## config.mk

```make
export PLATFORM = sky130hd
export DESIGN_NAME = skrp_cell
export DESIGN_NICKNAME = d
export VERILOG_FILES = /design/src/rtl/skrp_pkg.sv /design/src/rtl/skrp_cell.sv
export SDC_FILE = /design/constraint.sdc
export NUM_CORES = 1
export LEC_CHECK = 0
export BUFFER_PORTS_ARGS = -buffer_cell sky130_fd_sc_hd__buf_2
export CORE_MARGIN = 5
export CORE_UTILIZATION = 40
export CTS_CLUSTER_DIAMETER = 40
export CTS_CLUSTER_SIZE = 16
export DETAILED_ROUTE_END_ITERATION = 8
export HOLD_SLACK_MARGIN = 0.12
export PLACE_DENSITY = 0.71
export SYNTH_ARGS = -nofsm -noshare
export SYNTH_HDL_FRONTEND = slang
export SYNTH_SLANG_ARGS = --single-unit
export TNS_END_PERCENT = 50
```

## constraint.sdc

```tcl
create_clock -name clk -period 3.3 [get_ports clk]
set_input_delay 0.165 -clock clk [delete_from_list [all_inputs] [get_ports clk]]
set_output_delay 0.165 -clock clk [all_outputs]
set_load 0.01 [all_outputs]
```

## src/rtl/skrp_pkg.sv

```systemverilog
// Shared types, codes and constants of the skyline rectangle packer.
// Used by skrp_cell and skyline_rect_packer_core; depends on nothing.
package skrp_pkg;

	localparam int DIM_W = 13;
	localparam int MAX_SEGMENTS_DEF = 64;
	localparam logic [DIM_W-1:0] DIM_MAX = 13'd4096;
	localparam logic [DIM_W-1:0] BIN_RESET = 13'd512;

	// input op codes
	localparam logic OP_PLACE = 1'b0;
	localparam logic OP_CLEAR = 1'b1;

	// result status codes
	localparam logic [1:0] ST_PLACED  = 2'd0;
	localparam logic [1:0] ST_NOFIT   = 2'd1;
	localparam logic [1:0] ST_FULL    = 2'd2;
	localparam logic [1:0] ST_CLEARED = 2'd3;

	// configuration register indexes
	localparam logic [1:0] REG_BIN_WIDTH  = 2'd0;
	localparam logic [1:0] REG_BIN_HEIGHT = 2'd1;

	typedef struct packed {
		logic [DIM_W-1:0] x;
		logic [DIM_W-1:0] y;
		logic [DIM_W-1:0] w;
	} seg_t;

	typedef struct packed {
		logic             busy;
		logic             ok;
		logic [DIM_W-1:0] y;
		logic [DIM_W-1:0] left;
	} cand_t;

	typedef enum logic [2:0] {
		CELL_HOLD     = 3'd0,
		CELL_CLEAR    = 3'd1,
		CELL_CAND_CLR = 3'd2,
		CELL_SEARCH   = 3'd3,
		CELL_ROTATE   = 3'd4,
		CELL_INSERT   = 3'd5,
		CELL_REMOVE   = 3'd6,
		CELL_MERGE    = 3'd7
	} cell_op_t;

	typedef struct packed {
		cell_op_t         op;
		logic [DIM_W-1:0] rect_w;
		logic [DIM_W-1:0] rect_h;
		logic [DIM_W-1:0] bin_w;
		logic [DIM_W-1:0] bin_h;
		logic             head_valid;
		logic             last;
		seg_t             ns;
		logic [DIM_W:0]   right_edge;
	} cell_ctrl_t;

endpackage

```

## src/rtl/skrp_cell.sv

```systemverilog
// One skyline cell: holds one segment, its fit candidate and a drop mark.
// Depends on skrp_pkg; instantiated in a ring by skyline_rect_packer_core.
module skrp_cell #(
	parameter int MAX_SEGMENTS = skrp_pkg::MAX_SEGMENTS_DEF,
	parameter int IDX = 0
) (
	input  logic                              clk,
	input  logic                              arst_n,
	input  skrp_pkg::cell_ctrl_t              ctrl,
	input  logic [$clog2(MAX_SEGMENTS)-1:0]   k,
	input  logic [$clog2(MAX_SEGMENTS+1)-1:0] count,
	input  skrp_pkg::seg_t                    head,
	input  skrp_pkg::seg_t                    left_seg,
	input  skrp_pkg::seg_t                    right_seg,
	input  skrp_pkg::cand_t                   right_cand,
	input  logic                              right_dead,
	input  logic                              dead_below_in,
	input  logic                              eq_below_in,
	output skrp_pkg::seg_t                    seg,
	output skrp_pkg::cand_t                   cand,
	output logic                              dead,
	output logic                              dead_below_out,
	output logic                              eq_below_out
);
	localparam int CW = $clog2(MAX_SEGMENTS+1);
	localparam int IW = $clog2(MAX_SEGMENTS);
	localparam logic [CW:0] IDX_C = (CW+1)'(IDX);
	localparam logic [CW:0] IDX_N = (CW+1)'(IDX+1);
	localparam logic [IW-1:0] IDX_K = IW'(IDX);
	localparam logic IS_TAIL = (IDX == MAX_SEGMENTS-1);
	// cell zero starts as the full floor, the rest empty
	localparam skrp_pkg::seg_t SEG_RESET = '{
		x: '0,
		y: '0,
		w: (IDX == 0) ? skrp_pkg::BIN_RESET : skrp_pkg::DIM_W'(0)
	};

	skrp_pkg::seg_t  seg_q, seg_d;
	skrp_pkg::cand_t cand_q, cand_d, c_in;
	logic dead_q, dead_d;
	logic valid, valid_nx, dead_eff, eq;
	logic start, xfail, topfail, ovl, drop;
	logic [skrp_pkg::DIM_W-1:0] ny;
	logic [skrp_pkg::DIM_W:0] l_end;

	assign valid    = IDX_C < {1'b0, count};
	assign valid_nx = IDX_N < {1'b0, count};
	assign dead_eff = dead_q & valid;
	assign eq       = valid_nx && (seg_q.y == right_seg.y);
	assign dead_below_out = dead_below_in | dead_eff;
	assign eq_below_out   = eq_below_in | eq;

	always_comb begin
		// fit step for the candidate that arrives from the right neighbor
		start = IS_TAIL && ctrl.head_valid;
		c_in = right_cand;
		if (start) begin
			c_in = '{busy: 1'b1, ok: 1'b0, y: head.y, left: ctrl.rect_w};
		end
		ny = (head.y > c_in.y) ? head.y : c_in.y;
		xfail = start && (({1'b0, head.x} + {1'b0, ctrl.rect_w}) > {1'b0, ctrl.bin_w});
		topfail = ({1'b0, ny} + {1'b0, ctrl.rect_h}) > {1'b0, ctrl.bin_h};
		// trim of the left neighbor when it lands under the new segment
		l_end = {1'b0, left_seg.x} + {1'b0, left_seg.w};
		ovl = {1'b0, left_seg.x} < ctrl.right_edge;
		drop = ovl && (l_end <= ctrl.right_edge);

		seg_d = seg_q;
		cand_d = cand_q;
		dead_d = dead_q;
		case (ctrl.op)
			skrp_pkg::CELL_CLEAR: begin
				seg_d = '0;
				if (IDX == 0) seg_d.w = ctrl.bin_w;
				dead_d = 1'b0;
			end
			skrp_pkg::CELL_CAND_CLR: begin
				cand_d = '0;
			end
			skrp_pkg::CELL_SEARCH: begin
				seg_d = right_seg;
				dead_d = right_dead;
				cand_d = c_in;
				if (ctrl.head_valid && c_in.busy) begin
					if (xfail || topfail) begin
						cand_d.busy = 1'b0;
						cand_d.ok = 1'b0;
					end else if (head.w >= c_in.left) begin
						cand_d.busy = 1'b0;
						cand_d.ok = 1'b1;
						cand_d.y = ny;
					end else if (ctrl.last) begin
						cand_d.busy = 1'b0;
						cand_d.ok = 1'b0;
					end else begin
						cand_d.left = c_in.left - head.w;
						cand_d.y = ny;
					end
				end
			end
			skrp_pkg::CELL_ROTATE: begin
				seg_d = right_seg;
				cand_d = right_cand;
				dead_d = right_dead;
			end
			skrp_pkg::CELL_INSERT: begin
				if (IDX_K == k) begin
					seg_d = ctrl.ns;
					dead_d = 1'b0;
				end else if (IDX_K > k) begin
					seg_d = left_seg;
					dead_d = drop;
					if (ovl && !drop) begin
						seg_d.x = ctrl.right_edge[skrp_pkg::DIM_W-1:0];
						seg_d.w = skrp_pkg::DIM_W'(l_end - ctrl.right_edge);
					end
				end else begin
					dead_d = 1'b0;
				end
			end
			skrp_pkg::CELL_REMOVE: begin
				if (dead_below_in || dead_eff) begin
					seg_d = right_seg;
					dead_d = right_dead;
				end
			end
			skrp_pkg::CELL_MERGE: begin
				if (eq_below_in) begin
					seg_d = right_seg;
					dead_d = right_dead;
				end else if (eq) begin
					seg_d.w = seg_q.w + right_seg.w;
				end
			end
			default: begin
				seg_d = seg_q;
			end
		endcase
	end

	always_ff @(posedge clk or negedge arst_n) begin
		if (!arst_n) begin
			seg_q <= SEG_RESET;
			cand_q <= '0;
			dead_q <= 1'b0;
		end else begin
			seg_q <= seg_d;
			cand_q <= cand_d;
			dead_q <= dead_d;
		end
	end

	assign seg  = seg_q;
	assign cand = cand_q;
	assign dead = dead_q;

endmodule

```

==> impl_results.md, run 1 <==
- Worst hold path type: in -> reg
- Core Region: 19300 um^2
- Top-count cell post-synth: nand2_1
- First-pass GRT wire length: around 44000 um
- Final nets: between 1500 and 2000
- Worst Path Arrival: 5.23 ns
- Setup ws final: -1.71 ns
- Tmin final: 5.01 ns
- Final setup viols: 30
- Cell count after synthesis: a little under 1000
- Worst reg-to-reg path cell count: 11
- Clk_lat worst skew: 0.34 ns
- Clock Tree Buf Depth: 2
- Total Wirelength: 28600 um
- Worst R2R End: seg[12]
- Post-DR wirelength/cell: between 15 and 20 um
- Worst Path Max Fanout: 12
- Port Buf Inserts: 316
- Yosys Warn Count: 0
- Synth cell count leaders: nand2_1 (106), ha_1 (105), a21oi_1 (79), inv_1 (79), o21ai_0 (76)
- Gpl congestion: 0.907
- H-Tree Level Count: 3
- Largest net degree at the start of global routing: 69
- Endpoint class of the critical path: flip-flop
- Final-report hold violation count: 0
- Clock sinks: 68
- Syn Area/Cell: around 8 um^2
- Max-cap violation count: 0
- Clock slew seen by the registers of the worst setup and hold paths: 0.06 ns
- Total number of vias: between 9000 and 10000
- Max-Slew Margin vs Limit: 0.339
- Initial Utilization: 0.403
- Hold Path End: seg[33]
- All-Layer GR Usage: 0.244
- Final HPWL DP: ~23000 um
- Finished layout cell area: 11300 um^2
- Post-synth EDFFs: 0
- Critical Path Max Stage Delay: 0.53 ns
- Placed cell area: 10400 um^2
- DR pass1 iterations: 4
- Final setup skew: 0.00779 ns
- FFs w/ async S/R, synth: 1.00
- Share of layout cells above drive strength 1: 0.359
- Power Density: slightly below 400 nW/um^2
- Critical path class: in -> reg
- Ranking of synthesized cells by area: dfrtp_1 (22%), ha_1 (17%), nand2_1 (5.1%)
- Die Y: 149 um
- CTS tree: done
- Violated checks: setup timing
- Number of global-route vias before repair: 8920
- Residual overflow from global routing: 0
- Static leakage: 5.81 nW
- Initial antenna violation count: 7
- Unrepaired setup endpoints after global routing: yes
- Root buf cell: clkbuf_16
- Hold_ws: 0.129 ns
- Area Growth Syn to Fin: 44.8%
- Post-synth top area share: 0.216
- Fmax: approximately 200 MHz
- Yosys cell types: 74
- Antenna Nets Post-Route: 0
- Post-Synthesis Cell Area: approximately 8000 um^2
- Fin crit share: 1.52
- Slew Limit Fails: 0
- Top FF cell, synth: dfrtp_1
- WP data required: ~3.5 ns
- Drt first-iter violations: 455
- Die footprint: around 22000 um^2
- Reg-to-reg slack, setup: between 0.6 and 0.7 ns
- Synth area leader: dfrtp_1
- Vias per cell: ~5.4
- Register bit total from synthesis: 68
- Critical path's slowest cell: or4_4
- HP Start: right_seg[33]
- Mapped Nets: ~1400
- TritonCTS buffer count: 9
- Worst vdd ir: between 0.2 and 0.25 mV
- DRC errors left: 0
- Status: finished, violations left
- Die width: 149 um
- Worst slack at placement: -2.25 ns
- WHS Path Cells: 3
- Sequential cell area fraction in the yosys report: 0.219
- # rows: 51
- Startpoint types: input pin
- Boundary pin count: 343
- Tightest Pin Transition: slightly below 1 ns
- Reg2Reg Launch Point: seg[0]
- Layout Utilization: 0.584
-- kinds of logic (layout without fill, tap and decap cells) --
family | count (synthesis) | in the layout | synth area share
compound gates | 318 | 318 | 0.277
xor+xnor | 54 | 54 | 0.0609
fa+ha+maj | 110 | 110 | 0.182
buf+inv | 113 | 551 | 0.0565
flops | 68 | 68 | 0.219
mux | 14 | 14 | 0.0188
other cells | 0 | 2 | 0
simple gates | 295 | 295 | 0.185
-- cell usage in the layout (no fill, tap or decap), types with 30 or more instances in the layout --
cell type,instances
dfrtp_1,67
a21oi_1,71
nor2_1,59
buf_4,112
inv_1,77
ha_1,102
nand2_1,105
o21ai_0,69
buf_2,313
xnor2_1,30
-- worst max-delay path: cells and delay by family --
family | cells | cell delay [ns]
adders and majority gates | 4 | 1.06
and+or+nand+nor | 7 | 1.29
AOI/OAI and AO/OA | 14 | 2.04
xor gates and xnor gates | 1 | 0.14
buffers and inverters | 4 | 0.33
muxes | 1 | 0.19
-- layer usage --
layer | vias up | share of wire | global-route usage
met3 | 64 | 0.074 | 0.0535
met5 | - | 0.0020 | 0
met4 | 10 | 0.026 | 0.0773
li1 | 4427 | - | -
met2 | 359 | 0.50 | 0.439
met1 | 4155 | 0.40 | 0.288
-- power breakdown --
| part | internal (mW) | switching [mW] |
|---|---|---|
| Sequential | 0.955 | 0.0964 |
| Clock | 0.667 | 0.428 |
| Combinational | 1.09 | 1.14 |
| Total | 2.72 | 1.67 |
-- registers in the layout, summed over array words and instances, names as in the netlist --
signal  count
dead        1
cand       28
seg        39
-- worst max path at each step --
stage	endpoint	startpoint	cells past startpoint	slack, ns
CTS	cand[14]	right_cand[14]	31	-1.68
global route	cand[14]	right_cand[16]	30	-1.99
floorplan	cand[15]	right_cand[14]	30	-1.74
global placement	cand[2]	right_cand[14]	31	-2.11
detailed placement	cand[16]	right_cand[14]	31	-2.25
finish	cand[14]	right_cand[14]	31	-1.71
-- area by class of cell --
type                       instances  area, um^2
sequential                        68        1700
timing repair buffer             456        2740
clock buffer                       9         225
inverter                          79         304
tap                              265         332
antenna                            2        5.00
fill                            1759        8020
clock inverter                     7        98.8
multi-input combinational        791        5850
-- stage by stage --
| stage | std cells | TNS, ns | power (mW) |
|---|---|---|---|
| 2_1_floorplan | 972 | -44.38 | 2.32 |
| 3_3_place_gp | 1625 | -56.38 | 3.09 |
| 3_5_place_dp | 1625 | -60.12 | 3.15 |
| 4_1_cts | 1671 | -44.26 | 4.35 |
| 5_1_grt | 1677 | -53.18 | 4.67 |
| 6_report | 1677 | -45.22 | 4.38 |
-- repair_timing --
item                       in CTS  in global routing
setup endpoints to repair      30                 30
hold buffers                   24                  0
hold endpoints to repair       89                  0
gates resized for setup        25                 12
setup buffers                   6                  4
pin swaps                      17                  7
Note: power is estimated with default switching activity, not from simulation.
==> run 2, diff against run 1 <==
Settings changed: PLACE_DENSITY 0.71 to 0.75.
==> run 2 against run 1 <==
Compared with the run above:
- die area stayed put
- clock skew increased by 0.0028 ns
- fmax down 2.3%
- the run still ends with setup timing left
- power about the same
==> impl_results.md, run 2 (synthesis gave the netlist of run 1 again) <==
- WP data required: 3.52 ns (about the same)
- Clock share of power: 0.250 (about the same)
- Root buf cell: clkbuf_16 (unchanged)
- Tmin final: 5.13 ns (was 5.01 ns)
- Violated checks: setup timing (unchanged)
- Final nets: 1792 (was 1788)
- Endpoint class of the critical path: flip-flop (unchanged)
- Antenna Nets Post-Route: 0 (unchanged)
- Die width: 149 um (unchanged)
- HP Start: ctrl[73] (was right_seg[33])
- Cell mode on critical path: o21ai_1
- Sequential Power Share: 0.239 (was 0.240)
- Combinational share of power: 0.511 (was 0.510)
- Static leakage: 5.81 nW (about the same)
- # rows: 51 (unchanged)
- Total number of vias: 9129 (was 9015)
- Final setup viols: 30 (unchanged)
- Share of layout cells above drive strength 1: 0.361 (was 0.359)
- CTS tree: done (unchanged)
- Max-Slew Margin vs Limit: 0.337 (was 0.339)
- Max reg flops: 39 (unchanged)
- Gpl congestion: 0.904 (was 0.907)
- Crit path max-delay family: compound AO/OA/AOI/OAI gates (unchanged)
- Psw: 1.67 mW (about the same)
- Die footprint: 22300 um^2 (unchanged)
- Startpoint types: input pin (unchanged)
- Vias per cell: 5.42 (was 5.38)
- Core Region: 19300 um^2 (unchanged)
- All-Layer GR Usage: 0.250 (was 0.244)
- Worst R2R End: seg[12] (unchanged)
- Setup ws final: -1.83 ns (was -1.71 ns)
- Sw frac: 0.380 (about the same)
- DR pass1 iterations: 5 (was 4)
- Int Power: 2.72 mW (about the same)
- Critical Path Max Stage Delay: 0.48 ns (was 0.53 ns)
- Reg-to-reg slack, setup: 0.66 ns (was 0.68 ns)
- Residual overflow from global routing: 0 (unchanged)
- Reg2Reg Launch Point: seg[0] (unchanged)
- First-pass GRT wire length: 45100 um (was 43800 um)
- Drt first-iter violations: 453 (was 455)
- Final HPWL DP: 22800 um (was 23100 um)
- Fin crit share: 1.55 (was 1.52)
- Layout Utilization: 0.588 (was 0.584)
- Clock Tree Buf Depth: 2 (unchanged)
- Boundary pin count: 343 (unchanged)
- Die Y: 149 um (unchanged)
- Area taken by multi-input logic gates: 5860 um^2 (was 5850 um^2)
- Launch point of the worst path: right_cand[21] (was right_cand[14])
- Fmax: 195 MHz (was 200 MHz)
- Worst Path Max Fanout: 4 (was 12)
- Max-cap violation count: 0 (unchanged)
- Final setup skew: 0.0106 ns (was 0.00779 ns)
- Layout fillers: 1734 (was 1759)
- Final-report hold violation count: 0 (unchanged)
- WP buf/inv: 6 (was 4)
- Worst vdd ir: 0.244 mV (was 0.224 mV)
- Most frequent cells in the layout: buf_2 (313), buf_4 (108), nand2_1 (101) (was buf_2 (313), buf_4 (112), nand2_1 (105))
- Clock sinks: 68 (unchanged)
- Hold_ws: 0.127 ns (was 0.129 ns)
- Total Wirelength: 28600 um (about the same)
- Tightest Pin Transition: 0.994 ns (was 0.990 ns)
- Port Buf Inserts: 316 (unchanged)
- Critical path's slowest cell: or4_4 (unchanged)
- Power Density: 387 nW/um^2 (was 389 nW/um^2)
- Final setup TNS: -48.49 ns (was -45.22 ns)
- Clock slew seen by the registers of the worst setup and hold paths: 0.07 ns (was 0.06 ns)
- DRC errors left: 0 (unchanged)
- Worst Path Arrival: 5.35 ns (was 5.23 ns)
- Worst setup endpoint: cand[4] (was cand[14])
- Critical path class: in -> reg (unchanged)
- Largest net degree at the start of global routing: 69 (unchanged)
- H-Tree Level Count: 3 (unchanged)
- Post-DR wirelength/cell: 17.0 um (was 17.1 um)
- Worst path depth: 32 (was 31)
- Status: finished, violations left (unchanged)
- Area Growth Syn to Fin: 45.8% (was 44.8%)
- Slew Limit Fails: 0 (unchanged)
- Worst reg-to-reg path cell count: 11 (unchanged)
- TritonCTS buffer count: 9 (unchanged)
- Initial antenna violation count: 8 (was 7)
- Worst hold path type: in -> reg (unchanged)
- Initial Utilization: 0.403 (unchanged)
- Number of global-route vias before repair: 9190 (was 8920)
- Most common cell after layout, fill and taps aside: buf_2 (unchanged)
- Clk_lat worst skew: 0.34 ns (about the same)
- Unrepaired setup endpoints after global routing: yes (unchanged)
- Register area: 1700 um^2 (unchanged)
run 2: cell types whose count changed in the layout (fill, tap and decap cells not counted), sizes merged:
cell / delta
buf: -3
clkinvlp: +1
inv: +1
dlygate4sd3: +7
clkinv: -2
diode: +2
run 2: final cells by class:
cell class              count  share of cell area
multi-input cells         791               0.517
repair buffers            460               0.247
flip-flops and latches     68               0.150
well taps                 265              0.0293
inverters                  79              0.0268
clock buffers               9              0.0199
clock inverters             7             0.00861
diodes                      4            0.000883
run 2: worst min-delay path by stage:
| stage | depth (start not counted) | to | slack, ns |
|---|---|---|---|
| after floorplan | 0 | cand[0] | -0.13 |
| after global routing | 3 | seg[5] | 0.13 |
| after CTS | 3 | seg[8] | 0.12 |
| after detailed placement | 1 | seg[6] | 0.39 |
| final | 3 | seg[5] | 0.13 |
| after global placement | 1 | seg[4] | 0.38 |
run 2: tightest hold or removal path, delay by kind of cell:
kind | cells | cell delay [ns]
buffers and inverters | 1 | 0.07
AOI/OAI and AO/OA | 2 | 0.19
run 2: power groups by stage:
| stage | combinational (mW) | clock (mW) | sequential (mW) |
|---|---|---|---|
| after global routing | 2.47 | 1.16 | 1.06 |
| after floorplan | 1.22 | 0 | 1.10 |
| final | 2.24 | 1.10 | 1.05 |
| after detailed placement | 2.10 | 0 | 1.06 |
| after CTS | 2.19 | 1.12 | 1.04 |
| after global placement | 2.04 | 0 | 1.05 |
run 2: through the flow:
step | setup WS (ns) | cell area, um^2 | total power [mW] | std cells
after global placement | -2.14 | 10400 | 3.10 | 1621
after global routing | -2.10 | 11300 | 4.69 | 1682
final | -1.83 | 11300 | 4.38 | 1683
after CTS | -1.88 | 11200 | 4.35 | 1677
after detailed placement | -2.34 | 10400 | 3.15 | 1621
after floorplan | -1.74 | 7880 | 2.32 | 972
run 2: per-layer routing:
metal | wire, um | part of all wire | track usage | vias up
met3 | 2280 | 0.080 | 0.0565 | 72
met1 | 11200 | 0.39 | 0.296 | 4200
met5 | 74 | 0.0026 | 0 | -
li1 | - | - | - | 4438
met2 | 14200 | 0.50 | 0.444 | 409
met4 | 811 | 0.028 | 0.0902 | 10
run 2: repair_timing:
action | 4_1_cts | 5_1_grt
endpoints found under the hold margin | 92 | 0
setup buffers | 9 | 3
gates cloned | 0 | 0
hold buffers | 31 | 0
gates resized for setup | 21 | 22
pin swaps | 14 | 28
endpoints found under the setup margin | 30 | 30
==> run 3, diff against run 2 <==
Settings changed: BUFFER_PORTS_ARGS -buffer_cell sky130_fd_sc_hd__buf_2 to -buffer_cell sky130_fd_sc_hd__buf_4.
==> run 3 against run 2 <==
Compared with the run above:
- sequential power about the same
- worst hold slack better by 0.0011 ns
- first-iteration DRC count up 7.7%
- non-clock buffer count down 13
- critical path depth unchanged
- power up 2.7%
- the run still ends with setup timing left
- fmax down 0.73%
- combinational power up 5%
- design area up 5.4%
- worst setup slack worse by 0.038 ns
==> impl_results.md, run 3 (synthesis gave the netlist of run 1 again) <==
- Status: finished, violations left (unchanged)
- Violated checks: setup timing (unchanged)
- Cell mode on critical path: o21ai_1 (unchanged)
- Critical Path Max Stage Delay: 0.50 ns (was 0.48 ns)
- Final setup skew: 0.00680 ns (was 0.0106 ns)
- Register area: 1700 um^2 (unchanged)
- Final Total Pwr: 4.50 mW (was 4.38 mW)
- Worst vdd ir: 0.237 mV (was 0.244 mV)
- Die footprint: 22300 um^2 (unchanged)
- Clock slew seen by the registers of the worst setup and hold paths: 0.07 ns (about the same)
- Antenna Nets Post-Route: 0 (unchanged)
- Total number of vias: 9013 (was 9129)
- Tightest Pin Transition: 0.980 ns (was 0.994 ns)
- Clock sinks: 68 (unchanged)
- Boundary pin count: 343 (unchanged)
- Port Buf Inserts: 316 (unchanged)
- Worst Path Max Fanout: 4 (unchanged)
- Initial Utilization: 0.403 (unchanged)
- Share of layout cells above drive strength 1: 0.353 (was 0.361)
- CTS tree: done (unchanged)
- First-pass GRT wire length: 45500 um (was 45100 um)
- Residual overflow from global routing: 0 (unchanged)
- Post-DR wirelength/cell: 17.6 um (was 17.0 um)
- Final setup TNS: -48.32 ns (was -48.49 ns)
- Number of global-route vias before repair: 9251 (was 9190)
- Most common cell after layout, fill and taps aside: buf_4 (was buf_2)
- Most frequent cells in the layout: buf_4 (417), nand2_1 (105), ha_1 (99) (was buf_2 (313), buf_4 (108), nand2_1 (101))
- Max-cap violation count: 0 (unchanged)
- WP data required: 3.52 ns (about the same)
- # rows: 51 (unchanged)
- DRC errors left: 0 (unchanged)
- Critical path class: in -> reg (unchanged)
- DR pass1 iterations: 5 (unchanged)
- Largest net degree at the start of global routing: 69 (unchanged)
- Clk_lat worst skew: 0.34 ns (about the same)
- Tmin final: 5.17 ns (was 5.13 ns)
- Core Region: 19300 um^2 (unchanged)
- Vias per cell: 5.41 (was 5.42)
- Drt first-iter violations: 488 (was 453)
- Total Wirelength: 29300 um (was 28600 um)
- Max-Slew Margin vs Limit: 0.347 (was 0.337)
- Fin crit share: 1.57 (was 1.55)
- Die Y: 149 um (unchanged)
- Setup ws final: -1.87 ns (was -1.83 ns)
- Layout Utilization: 0.620 (was 0.588)
- Max reg flops: 39 (unchanged)
- Critical path's slowest cell: or4_1 (was or4_4)
- H-Tree Level Count: 3 (unchanged)
- Final-report hold violation count: 0 (unchanged)
- Layout fillers: 1701 (was 1734)
- Root buf cell: clkbuf_16 (unchanged)
- Endpoint class of the critical path: flip-flop (unchanged)
- Worst hold path type: in -> reg (unchanged)
- All-Layer GR Usage: 0.254 (was 0.250)
- Worst Path Arrival: 5.39 ns (was 5.35 ns)
- Launch point of the worst path: right_cand[14] (was right_cand[21])
- Power Density: 377 nW/um^2 (was 387 nW/um^2)
- Final setup viols: 30 (unchanged)
- Die width: 149 um (unchanged)
- Static leakage: 6.00 nW (was 5.81 nW)
- Area Growth Syn to Fin: 53.8% (was 45.8%)
- Initial antenna violation count: 0 (was 8)
- Startpoint types: input pin (unchanged)
- TritonCTS buffer count: 9 (unchanged)
- Final HPWL DP: 23700 um (was 22800 um)
- Fmax: 194 MHz (was 195 MHz)
- Final nets: 1779 (was 1792)
- Unrepaired setup endpoints after global routing: yes (unchanged)
- Clock Tree Buf Depth: 2 (unchanged)
- Slew Limit Fails: 0 (unchanged)
- N_diodes: 0 (was 4)
- Reg2Reg Launch Point: seg[0] (unchanged)
- Area taken by multi-input logic gates: 5840 um^2 (was 5860 um^2)
- Gpl congestion: 0.915 (was 0.904)
- HP Start: right_seg[32] (was ctrl[73])
-- run 3: power breakdown --
| part | switching, mW | internal (mW) |
|---|---|---|
| Combinational | 1.13 | 1.22 |
| Clock | 0.436 | 0.667 |
| Sequential | 0.0954 | 0.955 |
| Total | 1.66 | 2.84 |
-- run 3: area by class of cell --
class | count | area share
multi-input cells | 791 | 0.488
repair buffers | 447 | 0.289
flip-flops and latches | 68 | 0.143
well taps | 265 | 0.0277
inverters | 79 | 0.0254
clock buffers | 9 | 0.0188
clock inverters | 7 | 0.00817
-- run 3: worst paths after layout --
check / depth (start not counted) / end / slack (ns)
max: 32 / cand[2] / -1.87
min: 3 / seg[32] / 0.13
max reg2reg: 11 / seg[12] / 0.69
min reg2reg: 2 / seg[31] / 0.48
max in group asynchronous: 2 / seg[34] / 2.14
min in group asynchronous: 2 / seg[2] / 0.51
-- run 3: stage by stage --
| stage | hold WS [ns] | setup WS [ns] | area [um^2] | instances |
|---|---|---|---|---|
| 3_3_place_gp | 0.371 | -2.12 | 11200 | 1620 |
| 6_report | 0.128 | -1.87 | 11900 | 1666 |
| 5_1_grt | 0.142 | -2.12 | 11900 | 1666 |
| 4_1_cts | 0.122 | -1.83 | 11800 | 1663 |
| 3_5_place_dp | 0.379 | -2.21 | 11200 | 1620 |
| 2_1_floorplan | -0.131 | -1.74 | 7880 | 972 |
-- run 3: metal layers --
layer	global-route usage	wire, um
met1	0.291	11400
met3	0.0647	2460
met4	0.0828	730
met5	0	0
met2	0.460	14700
-- run 3: critical path, delay by kind of cell --
kind	cells	cell delay [ns]
compound gates	14	1.95
fa+ha+maj	4	1.06
simple gates	6	1.02
buf+inv	5	0.53
mux	2	0.51
xor+xnor	1	0.13
-- run 3: timing repair --
| action | CTS | global route |
|---|---|---|
| setup buffers | 3 | 3 |
| gates cloned | 0 | 0 |
| hold buffers | 24 | 0 |
| gates resized for setup | 15 | 15 |
| pin swaps | 16 | 16 |
| endpoints found under the hold margin | 88 | 0 |
| endpoints found under the setup margin | 30 | 30 |
